### config.mk
export PLATFORM = sky130hd
export DESIGN_NAME = ama_ctrl
export DESIGN_NICKNAME = d
export VERILOG_FILES = /design/src/sv/ama_pkg.sv /design/src/sv/ama_ctrl.sv
export SDC_FILE = /design/constraint.sdc
export NUM_CORES = 1
export LEC_CHECK = 0
export ABC_AREA = 1
export BUFFER_PORTS_ARGS = -buffer_cell sky130_fd_sc_hd__buf_2
export CAP_MARGIN = 20
export CELL_PAD_IN_SITES_DETAIL_PLACEMENT = 0
export CELL_PAD_IN_SITES_GLOBAL_PLACEMENT = 2
export CORE_ASPECT_RATIO = 0.7
export CORE_UTILIZATION = 27
export DETAILED_ROUTE_END_ITERATION = 12
export PLACE_DENSITY_LB_ADDON = 0.25
export RECOVER_POWER = 50
export SLEW_MARGIN = 5
export SYNTH_ARGS = -nofsm -noshare
export SYNTH_HDL_FRONTEND = slang
export SYNTH_SLANG_ARGS = --single-unit
### constraint.sdc
create_clock -name clk -period 3.5 [get_ports clk]
set_input_delay 0.7 -clock clk [delete_from_list [all_inputs] [get_ports clk]]
set_output_delay 0.7 -clock clk [all_outputs]
set_load 0.03 [all_outputs]
### src/sv/ama_pkg.sv
// ----------------------------------------------------------------------------
// ama_pkg
// shared constants, register indexes and controller/datapath interface types
// for the adaptive moving average block
// ----------------------------------------------------------------------------
package ama_pkg;

    // window geometry
    localparam int MAX_ER_LEN = 31;
    localparam int MIN_ER_LEN = 2;
    localparam int WIN_DEPTH  = MAX_ER_LEN + 1;
    localparam int PTR_W      = $clog2(WIN_DEPTH);
    localparam int LEN_W      = $clog2(MAX_ER_LEN + 1);
    localparam int CNT_W      = $clog2(WIN_DEPTH + 1);

    // sample and average formats
    localparam int SAMPLE_W   = 32;
    localparam int GUARD_BITS = 16;
    localparam int AVG_W      = SAMPLE_W + GUARD_BITS;
    localparam int WORD_W     = SAMPLE_W + 1;

    // efficiency ratio and divider
    localparam int DIFF_W     = SAMPLE_W + 1;
    localparam int VOL_W      = DIFF_W + $clog2(MAX_ER_LEN);
    localparam int REM_W      = VOL_W + 1;
    localparam int EFF_FRAC   = 16;
    localparam int EFF_W      = EFF_FRAC + 1;
    localparam int DIV_STEPS  = EFF_W;
    localparam int DIV_CNT_W  = $clog2(DIV_STEPS);

    // smoothing constant and average update
    localparam int COEFF_W    = 16;
    localparam int PROD_W     = EFF_W + COEFF_W + 2;
    localparam int SC_W       = 2 * COEFF_W;
    localparam int MAG_W      = AVG_W;
    localparam int HALF_W     = MAG_W / 2;
    localparam int PP_W       = HALF_W + SC_W;
    localparam int FULL_W     = MAG_W + SC_W;

    // configuration port
    localparam int ER_W       = 5;
    localparam int CFG_ADDR_W = 2;
    localparam int CFG_DATA_W = COEFF_W;

    localparam logic [CFG_ADDR_W-1:0] CFG_ER_LENGTH  = 2'd0;
    localparam logic [CFG_ADDR_W-1:0] CFG_FAST_COEFF = 2'd1;
    localparam logic [CFG_ADDR_W-1:0] CFG_SLOW_COEFF = 2'd2;

    localparam logic [ER_W-1:0]    ER_RESET   = 5'd10;
    localparam logic [COEFF_W-1:0] FAST_RESET = 16'd43691;
    localparam logic [COEFF_W-1:0] SLOW_RESET = 16'd4228;

    // commands from controller to datapath
    typedef struct packed {
        logic             accept;
        logic [PTR_W-1:0] wr_addr;
        logic             seed;
        logic             rd_en;
        logic [PTR_W-1:0] rd_addr;
        logic             acc_en;
        logic             acc_first;
        logic             div_load;
        logic             div_step;
        logic             smooth_mul;
        logic             smooth_add;
        logic             square;
        logic             mul_lo;
        logic             mul_hi;
        logic             sum;
        logic             update;
        logic             out_load;
    } ama_cmd_t;

    // status from datapath to controller
    typedef struct packed {
        logic seeded;
    } ama_status_t;

endpackage

### src/sv/ama_ctrl.sv
// ----------------------------------------------------------------------------
// ama_ctrl
// controller: window pointers, fill count, sequencing of the window walk,
// divider steps and average update, output handshake
// ----------------------------------------------------------------------------
module ama_ctrl
    import ama_pkg::*;
(
    input  logic            clk,
    input  logic            rst_n,
    input  logic [ER_W-1:0] er_length,
    input  logic            s_tvalid,
    output logic            s_tready,
    input  logic            missing,
    output logic            m_tvalid,
    input  logic            m_tready,
    input  ama_status_t     status,
    output ama_cmd_t        cmd
);

    typedef enum logic [11:0] {
        S_IDLE  = 12'b000000000001,
        S_WALK  = 12'b000000000010,
        S_DIVLD = 12'b000000000100,
        S_DIV   = 12'b000000001000,
        S_SMUL  = 12'b000000010000,
        S_SADD  = 12'b000000100000,
        S_SQ    = 12'b000001000000,
        S_MLO   = 12'b000010000000,
        S_MHI   = 12'b000100000000,
        S_SUM   = 12'b001000000000,
        S_UPD   = 12'b010000000000,
        S_FIN   = 12'b100000000000
    } ama_state_t;

    ama_state_t           state_reg,  state_next;
    logic [PTR_W-1:0]     wp_reg,     wp_next;
    logic [CNT_W-1:0]     fill_reg,   fill_next;
    logic [PTR_W-1:0]     item_reg,   item_next;
    logic [LEN_W-1:0]     len_reg,    len_next;
    logic [CNT_W-1:0]     walk_reg,   walk_next;
    logic [DIV_CNT_W-1:0] div_reg,    div_next;
    logic                 mvalid_reg, mvalid_next;

    logic                 accept;
    logic [LEN_W-1:0]     len_clamp;
    logic [CNT_W-1:0]     fill_inc;
    logic                 full;
    logic [PTR_W:0]       rd_sum;

    assign accept = s_tvalid && s_tready;

    always_comb
    begin
        if (er_length < ER_W'(MIN_ER_LEN))
        begin
            len_clamp = LEN_W'(MIN_ER_LEN);
        end
        else if (er_length > ER_W'(MAX_ER_LEN))
        begin
            len_clamp = LEN_W'(MAX_ER_LEN);
        end
        else
        begin
            len_clamp = LEN_W'(er_length);
        end
    end

    assign fill_inc = (fill_reg < CNT_W'(WIN_DEPTH)) ? fill_reg + 1'b1 : fill_reg;
    assign full     = fill_inc >= (CNT_W'(len_clamp) + 1'b1);

    // k-th entry back from the newest one, modulo the window depth
    assign rd_sum = {1'b0, item_reg} + (PTR_W+1)'(WIN_DEPTH) - (PTR_W+1)'(walk_reg);

    always_comb
    begin
        state_next  = state_reg;
        wp_next     = wp_reg;
        fill_next   = fill_reg;
        item_next   = item_reg;
        len_next    = len_reg;
        walk_next   = walk_reg;
        div_next    = div_reg;
        mvalid_next = mvalid_reg;
        cmd         = '0;
        s_tready    = (state_reg == S_IDLE);

        cmd.wr_addr   = wp_reg;
        cmd.rd_addr   = (rd_sum >= (PTR_W+1)'(WIN_DEPTH))
                      ? PTR_W'(rd_sum - (PTR_W+1)'(WIN_DEPTH)) : PTR_W'(rd_sum);
        cmd.acc_first = (walk_reg == CNT_W'(1));

        if (mvalid_reg && m_tready)
        begin
            mvalid_next = 1'b0;
        end

        case (state_reg)
            S_IDLE:
            begin
                if (accept)
                begin
                    cmd.accept = 1'b1;
                    item_next  = wp_reg;
                    wp_next    = (wp_reg == PTR_W'(WIN_DEPTH - 1)) ? '0 : wp_reg + 1'b1;
                    fill_next  = fill_inc;
                    len_next   = len_clamp;
                    walk_next  = '0;
                    if (!missing && full && status.seeded)
                    begin
                        state_next = S_WALK;
                    end
                    else
                    begin
                        cmd.seed   = !missing && full;
                        state_next = S_FIN;
                    end
                end
            end
            S_WALK:
            begin
                cmd.rd_en  = (walk_reg <= CNT_W'(len_reg));
                cmd.acc_en = (walk_reg != '0);
                walk_next  = walk_reg + 1'b1;
                if (walk_reg == CNT_W'(len_reg) + 1'b1)
                begin
                    state_next = S_DIVLD;
                end
            end
            S_DIVLD:
            begin
                cmd.div_load = 1'b1;
                div_next     = '0;
                state_next   = S_DIV;
            end
            S_DIV:
            begin
                cmd.div_step = 1'b1;
                div_next     = div_reg + 1'b1;
                if (div_reg == DIV_CNT_W'(DIV_STEPS - 1))
                begin
                    state_next = S_SMUL;
                end
            end
            S_SMUL:
            begin
                cmd.smooth_mul = 1'b1;
                state_next     = S_SADD;
            end
            S_SADD:
            begin
                cmd.smooth_add = 1'b1;
                state_next     = S_SQ;
            end
            S_SQ:
            begin
                cmd.square = 1'b1;
                state_next = S_MLO;
            end
            S_MLO:
            begin
                cmd.mul_lo = 1'b1;
                state_next = S_MHI;
            end
            S_MHI:
            begin
                cmd.mul_hi = 1'b1;
                state_next = S_SUM;
            end
            S_SUM:
            begin
                cmd.sum    = 1'b1;
                state_next = S_UPD;
            end
            S_UPD:
            begin
                cmd.update = 1'b1;
                state_next = S_FIN;
            end
            S_FIN:
            begin
                // wait for the output register to be free
                if (!mvalid_reg || m_tready)
                begin
                    cmd.out_load = 1'b1;
                    mvalid_next  = 1'b1;
                    state_next   = S_IDLE;
                end
            end
            default:
            begin
                state_next = S_IDLE;
            end
        endcase
    end

    always_ff @(posedge clk or negedge rst_n)
    begin
        if (!rst_n)
        begin
            state_reg  <= S_IDLE;
            wp_reg     <= '0;
            fill_reg   <= '0;
            item_reg   <= '0;
            len_reg    <= '0;
            walk_reg   <= '0;
            div_reg    <= '0;
            mvalid_reg <= 1'b0;
        end
        else
        begin
            state_reg  <= state_next;
            wp_reg     <= wp_next;
            fill_reg   <= fill_next;
            item_reg   <= item_next;
            len_reg    <= len_next;
            walk_reg   <= walk_next;
            div_reg    <= div_next;
            mvalid_reg <= mvalid_next;
        end
    end

    assign m_tvalid = mvalid_reg;

    // a result is never loaded over one that is still waiting
    a_no_overwrite: assert property (@(posedge clk) disable iff (!rst_n)
        cmd.out_load |-> (!mvalid_reg || m_tready))
        else $error("result register overwritten while stalled");

    // fill count saturates at the window depth
    a_fill_bound: assert property (@(posedge clk) disable iff (!rst_n)
        fill_reg <= CNT_W'(WIN_DEPTH))
        else $error("fill count beyond window depth");

    // an accepted transaction always leaves idle on the next cycle
    a_accept_busy: assert property (@(posedge clk) disable iff (!rst_n)
        accept |=> (state_reg != S_IDLE))
        else $error("controller idle right after accepting a transaction");

    // the walk only starts on a window holding enough stored entries
    a_walk_full: assert property (@(posedge clk) disable iff (!rst_n)
        (state_reg == S_WALK) |-> (fill_reg > CNT_W'(len_reg)))
        else $error("window walk on a window that is not full");

endmodule

# Yosys cells after proc, flatten, opt, wreduce, memory -nomap -nowiden
# Cells that the tools add are included.
[word_totals]
word_cells = 91
out_inout_bits = 27
ff_bits = 45
inputBits = 11
[classes]
add_sub_neg = 9
n_lt_le_gt_ge = 6
reduce_logical = 13
n_mux = 35
n_eq_ne = 20
[op_table]
columns = ["op", "n"]
rows = [
  ["one-hot mux 12 bit (12 select lines)", 1],
  ["2-to-1 mux 12 bit", 5],
  ["2-to-1 mux 1 bit", 21],
  ["2-to-1 mux 5 bit", 4],
  ["adder 5 x 1 -> 6 bit (second input constant)", 2],
  ["adder 6 x 1 -> 6 bit (second input constant)", 2],
  ["== test 12 x 1 -> 1 bit (second input constant)", 1],
  ["== test 12 x 10 -> 1 bit (second input constant)", 1],
  ["== test 12 x 11 -> 1 bit (second input constant)", 1],
  ["== test 12 bit (second input constant)", 1],
  ["== test 12 x 2 -> 1 bit (second input constant)", 1],
  ["== test 12 x 3 -> 1 bit (second input constant)", 1],
  ["== test 12 x 4 -> 1 bit (second input constant)", 1],
  ["== test 12 x 5 -> 1 bit (second input constant)", 1],
  ["== test 12 x 6 -> 1 bit (second input constant)", 1],
  ["== test 12 x 7 -> 1 bit (second input constant)", 1],
  ["== test 12 x 8 -> 1 bit (second input constant)", 1],
  ["== test 12 x 9 -> 1 bit (second input constant)", 1],
  ["2-to-1 mux 6 bit", 2],
  ["one-hot mux 6 bit (2 select lines)", 1],
  ["adder 5 x 1 -> 5 bit (second input constant)", 2],
  ["== test 5 bit (second input constant)", 2],
  ["one-hot mux 5 bit (2 select lines)", 1],
  ["adder 5 x 6 -> 6 bit (second input constant)", 1],
  ["other kinds (19)", 27],
]

# Logic depth before layout (Yosys ltp)
# Gate-level depths: netlist (run 1).
[logic_depth]
depth_word = 10
mapped_depth = 18
ltp_nobuf = 18

# Worst setup path after synthesis (run 1)
# OpenSTA, ideal clock, no wires.
[synth_path]
path_kind = "input-to-output"
start = "input port er_length[4]"
end = "output port cmd[18] in the netlist's numbering"
path_slack_ns = 0.301
arrival_ns = 2.499
stages = 14
cell_sequence = "inv_1 > nand3_1 > nand2_1 > inv_1 > ha_1 > nand3_1 > xor2_1 > inv_1 > ha_1 > nand2_1 > o21a_1 > nand2_1 > nand2_1 > nor3_2"
[synth_rtl]
columns = ["element", "line_no", "rtl"]
rows = [
  ["from (decl)", "ama_ctrl.sv:11", "input logic [ER_W-1:0] er_length,"],
  ["to (decl)", "ama_ctrl.sv:18", "output ama_cmd_t cmd"],
]

==> results.md, run 1 <==
* DR vias at 2555
* Synthesized area at 3090 um^2
* Leading cell types in the layout, fill and taps excluded: 85 x nand2_1, 69 x inv_1, 44 x dfrtp_1
* Post-route cell area at 3620 um^2
* H-tree lvl count at 2
* TritonCTS Buffers at 5
* Clock tree from TritonCTS: built
* Clock Root Buffer: clkbuf_16
* TNS Setup at 0 ps
* Drt first pass iters at 4
* Chip height at 91.5 um
* Die ar. at 11900 um^2
* WP data arrival at 2660 ps
* Final Max Slew Viols at 0
* DRC at 0
* Final ANT Viol Nets at 0
* Vias per cell at 4.29
* Worst vdd ir at 0.362 mV
* Capturing element type of the critical path: output pin
* EDFF count, synth at 0
* Max frequency at 0.297 GHz
* ANT cells at 0
* Worst-case clock buffer depth at 2
* Vias in the first global route at 2382
* Ys Warns at 0
* Cell count after synthesis at 396
* Max-cap viol count at 0
* Synth Area per Inst at 7.80 um^2
* Post-synthesis sequential area ratio at 0.365
* Crit path launch type: primary input
* Max reg flops at 12
* Initial antenna violation count at 0
* Core Box Area at 11100 um^2
* Clk sink count at 45
* Setup slack, reg-to-reg at 1220 ps
* Register bit total from synthesis at 45
* Routed len/inst at 12.9 um
* Worst hold path type: reg2reg
* Largest net degree at the start of global routing at 25
* Asr flop ratio synth at 1.00
* # setup viols final at 0
* Syn_nets at 433
* CTS clk-pin slew, worst paths at 60 ps
* Outcome: complete, no violations
* Ports at 38
* Top FF cell, synth: dfrtp_1
* Num rows at 32
* Clock latency on the worst-skew pair at 290 ps
* Post-synthesis cell type count at 40
* Total global-route track usage at 0.140
* WP data required at 2800 ps
* DP Area at 3460 um^2
* Layout area overhead at 17.3%
* GPL Wtd Cong at 0.794
* Final period util at 0.961
* Period minus WS final at 3360 ps
* Commonest non-fill, non-tap cell in the layout: nand2_1
* Critical path class: in2out
* Die width at 130 um
* Routed Wire Length at 7700 um
* Initial Util at 0.278
* Setup Skew at 6.69 ps
* Share of layout cells above drive strength 1 at 0.167
* GRT overflow at 0
* PortBufs at 37
* Pwr Density at 716 nW/um^2
* Leak pwr at 1.92 nW
* Worst min-delay path startpoint: item_reg[3]
* Final-stage net count at 478
* Max FO, Critical Path at 5
* Global-route wire length before repair at 12600 um
* CTS Hold Bufs at 0
* Hold Fails Final Rpt at 0
* Worst-Margin Slew at 1370 ps
* Max-Slew Margin vs Limit at 0.0850
* DR iter-0 viols at 83
* RR Startpoint: fill_reg[2]
* CP Launch Point: er_length[2]
* Dpl hpwl at 6010 um
final timing paths:
check,end,depth (start not counted)
max,cmd[18],17
min,item_reg[3],2
max reg2reg,state_reg[11],14
min reg2reg,item_reg[3],2
max in group asynchronous,item_reg[0],2
min in group asynchronous,walk_reg[4],1
through the flow:
step | cells | hold WS (ps) | utilization | setup WS (ps) | total power (W)
floorplan | 396 | 404 | - | 301 | 0.00179
global placement | 585 | 491 | 0.312 | 99.0 | 0.00216
detailed placement | 585 | 504 | 0.312 | 36.9 | 0.00216
CTS | 593 | 421 | 0.325 | 25.9 | 0.00265
global route | 595 | 535 | 0.327 | -4.86 | 0.00283
finish | 595 | 510 | 0.327 | 137 | 0.00260
timing repair:
action	4_1_cts	5_1_grt
gates resized for setup	1	15
cloned	0	0
endpoints found under the hold margin	0	0
pin swaps	0	11
setup endpoints to repair	1	1
buffers inserted	0	2
worst max-delay path: stages:
cell and delay, ps:
buf_4 130, nor2_1 90, nand3_1 120, nand2_2 120, inv_2 50, ha_4 150, nand3_2 60, xor2_1 150
inv_1 60, ha_1 290, nand2_2 60, nor2_2 110, o21ai_2 80, nand2_2 90, nand2_2 60, nor3_2 160
buf_4 180
final cells by class:
| type | count | area [um^2] |
|---|---|---|
| repair buffers | 42 | 221 |
| clock inverters | 1 | 7.51 |
| clock buffers | 7 | 133 |
| well taps | 153 | 191 |
| fillers | 1228 | 7470 |
| flip-flops and latches | 45 | 1130 |
| inverters | 72 | 273 |
| multi-input cells | 275 | 1670 |
Yosys cell counts (2+ instances only):
cell / number / share of area
a21oi_1: 12 / 0.019
clkbuf_1: 2 / 0.0024
dfrtp_1: 44 / 0.36
ha_1: 25 / 0.10
inv_1: 70 / 0.085
nand2_1: 89 / 0.11
nand2_2: 4 / 0.0081
nand2_4: 4 / 0.015
nand3_1: 23 / 0.037
nand4_1: 3 / 0.0061
nor2_1: 22 / 0.027
nor2_2: 4 / 0.0081
nor2_4: 3 / 0.011
nor2_8: 2 / 0.013
nor3_1: 6 / 0.0097
nor4_1: 8 / 0.016
o21ai_0: 21 / 0.034
o21ai_1: 7 / 0.011
o21bai_1: 2 / 0.0049
o22ai_1: 7 / 0.014
xnor2_1: 5 / 0.014
xor2_1: 15 / 0.043
report_power, final:
group          internal [W]  total (W)  switching (W)
combinational      0.000421    0.00132       0.000901
sequential         0.000658   0.000795       0.000137
clock              0.000266   0.000479       0.000213
cells by family (layout without fill, tap and decap cells):
| family | after synthesis | in the layout | share of synthesized area |
|---|---|---|---|
| AOI/OAI and AO/OA | 55 | 55 | 0.0985 |
| xor gates and xnor gates | 20 | 20 | 0.0567 |
| adders and majority gates | 26 | 26 | 0.108 |
| buffers and inverters | 76 | 122 | 0.0960 |
| DFF | 45 | 45 | 0.365 |
| and+or+nand+nor | 174 | 174 | 0.276 |
routing by layer:
layer	part of all wire	vias up	GRT usage
li1	-	1359	-
met1	0.59	1158	0.226
met2	0.37	33	0.180
met3	0.034	5	0.0306
met4	0.0071	0	0.0349
met5	0	-	0
(Power assumes the default switching activity.)
==> run 2, diff against run 1 <==
--- a/constraint.sdc
+++ b/constraint.sdc
@@ -3,2 +3,2 @@
 set_output_delay 0.7 -clock clk [all_outputs]
-set_load 0.03 [all_outputs]
+set_load 0.01 [all_outputs]
==> results.md, run 2 (synthesized netlist as in run 1, its figures left out) <==
* Vias per cell at 4.33 (+0.81%)
* GPL Wtd Cong at 0.813 (+2.3%)
* Crit path launch type: primary input
* Ports at 38 (unchanged)
* Largest net degree at the start of global routing at 25 (unchanged)
* GRT overflow at 0 (unchanged)
* WP data arrival at 2600 ps (-60 ps)
* Final Max Slew Viols at 0 (unchanged)
* Pwr Density at 673 nW/um^2 (-6.0%)
* TritonCTS Buffers at 5 (unchanged)
* Vias in the first global route at 2380 (-0.084%)
* WP data required at 2800 ps (about the same)
* TNS Setup at 0 ps (unchanged)
* CTS clk-pin slew, worst paths at 60 ps (about the same)
* DR iter-0 viols at 87 (+4.8%)
* Share of layout cells above drive strength 1 at 0.173 (+0.00531)
* Worst-case clock buffer depth at 2 (unchanged)
* Global-route wire length before repair at 12800 um (+1.6%)
* Capturing element type of the critical path: output pin
* Initial antenna violation count at 0 (unchanged)
* ANT cells at 0 (unchanged)
* Seq pwr share at 0.324 (+0.018)
* Max-cap viol count at 0 (unchanged)
* Die ar. at 11900 um^2 (unchanged)
* Clock Root Buffer: clkbuf_16
* Clock latency on the worst-skew pair at 290 ps (about the same)
* Worst vdd ir at 0.227 mV (-37%)
* Routed Wire Length at 7590 um (-1.5%)
* Core Box Area at 11100 um^2 (unchanged)
* Hold Fails Final Rpt at 0 (unchanged)
* Total global-route track usage at 0.141 (+0.00106)
* Num rows at 32 (unchanged)
* Initial Util at 0.278 (unchanged)
* DR vias at 2567 (+0.47%)
* Period minus WS final at 3300 ps (-62.5 ps)
* Max reg flops at 12 (unchanged)
* Leak pwr at 1.93 nW (+0.54%)
* Setup Skew at 8.09 ps (+1.39 ps)
* Crit-path max cell delay at 280 ps (about the same)
* DRC at 0 (unchanged)
* H-tree lvl count at 2 (unchanged)
* Worst hold path type: reg2reg
* Clock tree from TritonCTS: built
* Internal Power at 0.00137 W (+2.3%)
* Sw Ratio at 0.438 (-0.0444)
* Drt first pass iters at 4 (unchanged)
* Critical path class: in2out
* Combinational Power Share at 0.469 (-0.040)
* Leading cell types in the layout, fill and taps excluded: 85 x nand2_1, 69 x inv_1, 44 x dfrtp_1
* Switching Power at 0.00107 W (-14%)
* Layout area overhead at 17.6%
* Die width at 130 um (unchanged)
* Final-stage net count at 476 (-0.42%)
* Slowest CP cell: ha_1
* Max frequency at 0.303 GHz (+1.9%)
* Max FO, Critical Path at 5 (unchanged)
* Clk sink count at 45 (unchanged)
* Max-Slew Margin vs Limit at 0.100 (+0.0152)
* Final ANT Viol Nets at 0 (unchanged)
* Dpl hpwl at 6010 um (about the same)
* Commonest non-fill, non-tap cell in the layout: nand2_1
* Most used cell, CP: nand2_2
* PortBufs at 37 (unchanged)
* Final period util at 0.943 (-0.0179)
* Clock network power share at 0.206 (+0.021)
* RSZ-0062 raised after global routing: false
* Worst-Margin Slew at 1350 ps (-22.8 ps)
* Final Power at 0.00244 W (-5.8%)
* Outcome: complete, no violations
* Chip height at 91.5 um (unchanged)
* CP Cell Sequence: buf_4, nor2_4, nand3_2, nand2_2, inv_1, ha_2, nand3_2, xor2_2, inv_1, ha_1, nand2_2, o21a_1, nand2_2, nand2_2, nor3_2, buf_2
* # setup viols final at 0 (unchanged)
* Routed len/inst at 12.8 um (-1.1%)
## run 2: final cells by class
cell class,instances,area [um^2]
Fill cell,1211,7460
Multi-Input combinational cell,275,1680
Sequential cell,45,1130
Inverter,72,273
Timing Repair Buffer,40,201
Tap cell,153,191
Clock buffer,7,153
Clock inverter,1,5.00
## run 2: critical path, delay by kind of cell
kind	cells	cell delay [ps]
xor+xnor	1	140
buf+inv	4	390
simple gates	8	720
compound gates	1	170
fa+ha+maj	2	470
## run 2: timing repair
item / 4_1_cts / 5_1_grt
buffers inserted: 0 / 1
hold buffers: 0 / 0
endpoints found under the hold margin: 0 / 0
setup endpoints to repair: 0 / 1
gates resized for setup: 0 / 14
## run 2: worst paths after layout
check	from	endpoint	slack, ps	depth (start not counted)
setup / recovery	er_length[2]	cmd[18]	200	16
hold / removal	item_reg[2]	item_reg[2]	500	2
setup reg to reg	fill_reg[2]	state_reg[11]	1290	13
hold reg to reg	item_reg[2]	item_reg[2]	500	2
max in group asynchronous	rst_n	fill_reg[1]	1000	2
min in group asynchronous	rst_n	walk_reg[4]	700	1
## run 2: per-layer routing
metal | GRT usage | up-vias | part of all wire
met2 | 0.182 | 35 | 0.39
met5 | 0 | - | 0
met3 | 0.0306 | 4 | 0.042
met4 | 0.0291 | 0 | 0.0061
li1 | - | 1358 | -
met1 | 0.230 | 1170 | 0.57
## run 2: power by group through the flow
| stage | Combinational, W | Clock [W] | Sequential (W) |
|---|---|---|---|
| after detailed placement | 0.00118 | 0 | 0.000804 |
| after global routing | 0.00134 | 0.000544 | 0.000819 |
| final | 0.00115 | 0.000505 | 0.000793 |
| after CTS | 0.00119 | 0.000523 | 0.000795 |
| after global placement | 0.00118 | 0 | 0.000805 |
| after floorplan | 0.000831 | 0 | 0.000782 |
## run 2: per-stage QoR
step                std cells   util  hold slack, ps  setup WS (ps)  area (um^2)
finish                    593  0.327             503            200         3630
CTS                       592  0.326             418           95.1         3610
global route              593  0.327             553           24.3         3630
detailed placement        584  0.312             495            119         3460
global placement          584  0.312             491            160         3460
floorplan                 396      -             404            524         3090
==> run 3, diff against run 2 <==
- BUFFER_PORTS_ARGS: -buffer_cell sky130_fd_sc_hd__buf_2 -> -buffer_cell sky130_fd_sc_hd__buf_4
==> results.md, run 3 (synthesized netlist as in run 1, its figures left out) <==
* Outcome: complete, but fails checks
* Failing checks: max-capacitance violations, max-slew violations
* Slowest CP cell: ha_1
* Initial antenna violation count at 0 (unchanged)
* Routed len/inst at 12.8 um (-0.15%)
* Post-route cell area at 3700 um^2 (+1.8%)
* Fillers at 1198 (-1.1%)
* Period minus WS final at 3340 ps (+36.7 ps)
* Hold Fails Final Rpt at 0 (unchanged)
* Clock Root Buffer: clkbuf_16
* Combinational Power Share at 0.470 (about the same)
* Total stage count of the critical path at 16 (unchanged)
* Leading cell types in the layout, fill and taps excluded: 89 x nand2_1, 69 x inv_1, 44 x dfrtp_1
* Vias per cell at 4.30 (-0.73%)
* Setup Skew at 4.98 ps (-3.11 ps)
* Core Box Area at 11100 um^2 (unchanged)
* GRT overflow at 0 (unchanged)
* TritonCTS Buffers at 5 (unchanged)
* CP Launch Point: er_length[3]
* Max FO, Critical Path at 5 (unchanged)
* Crit path launch type: primary input
* Max-cap viol count at 1 (+1)
* Reg-to-Reg End: state_reg[11]
* Max frequency at 0.300 GHz (-1.1%)
* Sw Ratio at 0.420 (-0.0178)
* Worst setup path end: cmd[18]
* Die ar. at 11900 um^2 (unchanged)
* Worst hold path type: reg2reg
* Internal Power at 0.00149 W (+8.4%)
* Initial Util at 0.278 (unchanged)
* Utilization after layout at 0.333 (+0.00587)
* Share of layout cells above drive strength 1 at 0.153 (-0.0201)
* Switching Power at 0.00108 W (+0.76%)
* Total global-route track usage at 0.142 (+0.000541)
* Worst path top cell family by delay: simple AND/OR/NAND/NOR gates
* PortBufs at 37 (unchanged)
* Vias in the first global route at 2497 (+4.9%)
* WP data required at 2800 ps (about the same)
* WP data arrival at 2640 ps (+40 ps)
* RSZ-0062 raised after global routing: false
* Critical path class: in2out
* TNS Setup at 0 ps (unchanged)
* Final ANT Viol Nets at 0 (unchanged)
* CTS clk-pin slew, worst paths at 60 ps (about the same)
* Pwr Density at 695 nW/um^2 (+3.2%)
* DRC at 0 (unchanged)
* Most used cell, CP: nand2_1
* Num rows at 32 (unchanged)
* Clock latency on the worst-skew pair at 290 ps (about the same)
* Largest net degree at the start of global routing at 46 (+84%)
* Max-Slew Margin vs Limit at -0.696 (-0.796)
* H-tree lvl count at 2 (unchanged)
* Capturing element type of the critical path: output pin
* RR Startpoint: fill_reg[2]
* Crit-path max cell delay at 270 ps (about the same)
* DP Area at 3540 um^2 (+2.5%)
* Seq pwr share at 0.310 (-0.014)
* Die width at 130 um (unchanged)
* Chip height at 91.5 um (unchanged)
* GPL Wtd Cong at 0.792 (-2.6%)
* Final period util at 0.953 (+0.0105)
* Worst r2r path cells at 13 (unchanged)
* Ports at 38 (unchanged)
* Commonest non-fill, non-tap cell in the layout: nand2_1
* Dpl hpwl at 5980 um (-0.50%)
* # setup viols final at 0 (unchanged)
* CTS Hold Bufs at 0 (unchanged)
* Buffers & Inverters on Critical Path at 4 (unchanged)
* Global-route wire length before repair at 12800 um (unchanged)
* Worst-Margin Slew at 2540 ps (+1190 ps)
* ANT cells at 0 (unchanged)
* Leak pwr at 1.94 nW (+0.56%)
* Max reg flops at 12 (unchanged)
* Worst-case clock buffer depth at 2 (unchanged)
* Non-Filler Instances at 592 (-0.17%)
* Clock network power share at 0.220 (+0.014)
* Clock tree from TritonCTS: built
* Register area at 1130 um^2 (unchanged)
* Final-stage net count at 475 (-0.21%)
* Routed Wire Length at 7560 um (-0.32%)
* Placed cells at 583 (-0.17%)
* DR iter-0 viols at 96 (+10%)
* Layout area overhead at 19.7%
* CP Cell Sequence: buf_4, nor2_1, nand3_1, nand2_2, inv_1, ha_1, nand3_1, xor2_1, inv_1, ha_1, nand2_1, o21a_1, nand2_1, nand2_1, nor3_2, buf_4
* Multi-input gate area at 1640 um^2 (-2.2%)
* DR vias at 2544 (-0.90%)
* Final Max Slew Viols at 46 (+46)
* Drt first pass iters at 4 (unchanged)
* Setup slack, reg-to-reg at 1270 ps (-20 ps)
* Worst vdd ir at 0.238 mV (+4.9%)
* Clk sink count at 45 (unchanged)
run 3: how the worst min path moves through the flow:
stage           startpoint           to  slack, ps  depth (start not counted)
2_1_floorplan        rst_n   div_reg[0]        400                          0
3_3_place_gp   item_reg[2]  item_reg[2]        490                          2
3_5_place_dp   item_reg[2]  item_reg[2]        490                          2
4_1_cts              rst_n  walk_reg[2]        450                          1
5_1_grt        item_reg[2]  item_reg[2]        530                          2
6_report       item_reg[2]  item_reg[2]        500                          2
run 3: timing repair:
item,in CTS,in global routing
setup buffers,0,1
gates resized for setup,0,3
endpoints found under the setup margin,0,1
run 3: final cells by class:
cell class / count / area share
Multi-Input combinational cell: 275 / 0.444
Sequential cell: 45 / 0.305
Timing Repair Buffer: 39 / 0.0772
Inverter: 72 / 0.0738
Tap cell: 153 / 0.0518
Clock buffer: 6 / 0.0376
Clock inverter: 2 / 0.0102
run 3: metrics by stage:
stage | setup WS [ps] | hold WS [ps] | power, W
global route | 3.85 | 531 | 0.00282
CTS | 96.3 | 454 | 0.00265
detailed placement | 119 | 490 | 0.00206
global placement | 145 | 495 | 0.00205
floorplan | 524 | 404 | 0.00161
finish | 163 | 496 | 0.00257
run 3: worst register-to-register path, stage by stage, from the launching register on:
cell,delay [ps]
dfrtp_1,430
and3_1,210
nand2_1,70
xor2_1,220
inv_1,70
ha_1,300
a21oi_1,70
o21a_1,160
nand2_1,110
nand3_1,190
nand2_1,140
nand2_1,60
nand2_1,60
nand2_1,40
run 3: per-layer routing:
| metal | up-vias | global-route usage | share of wire |
|---|---|---|---|
| met5 | - | 0 | 0 |
| met4 | 0 | 0.0349 | 0.0089 |
| met3 | 8 | 0.0295 | 0.031 |
| met2 | 27 | 0.192 | 0.39 |
| met1 | 1155 | 0.222 | 0.57 |
| li1 | 1354 | - | - |
run 3: power groups by stage:
stage	Clock, W	Sequential [W]	Combinational (W)
6_report	0.000565	0.000797	0.00121
5_1_grt	0.000611	0.000825	0.00138
4_1_cts	0.000588	0.000799	0.00126
3_5_place_dp	0	0.000808	0.00125
3_3_place_gp	0	0.000808	0.00124
2_1_floorplan	0	0.000782	0.000831
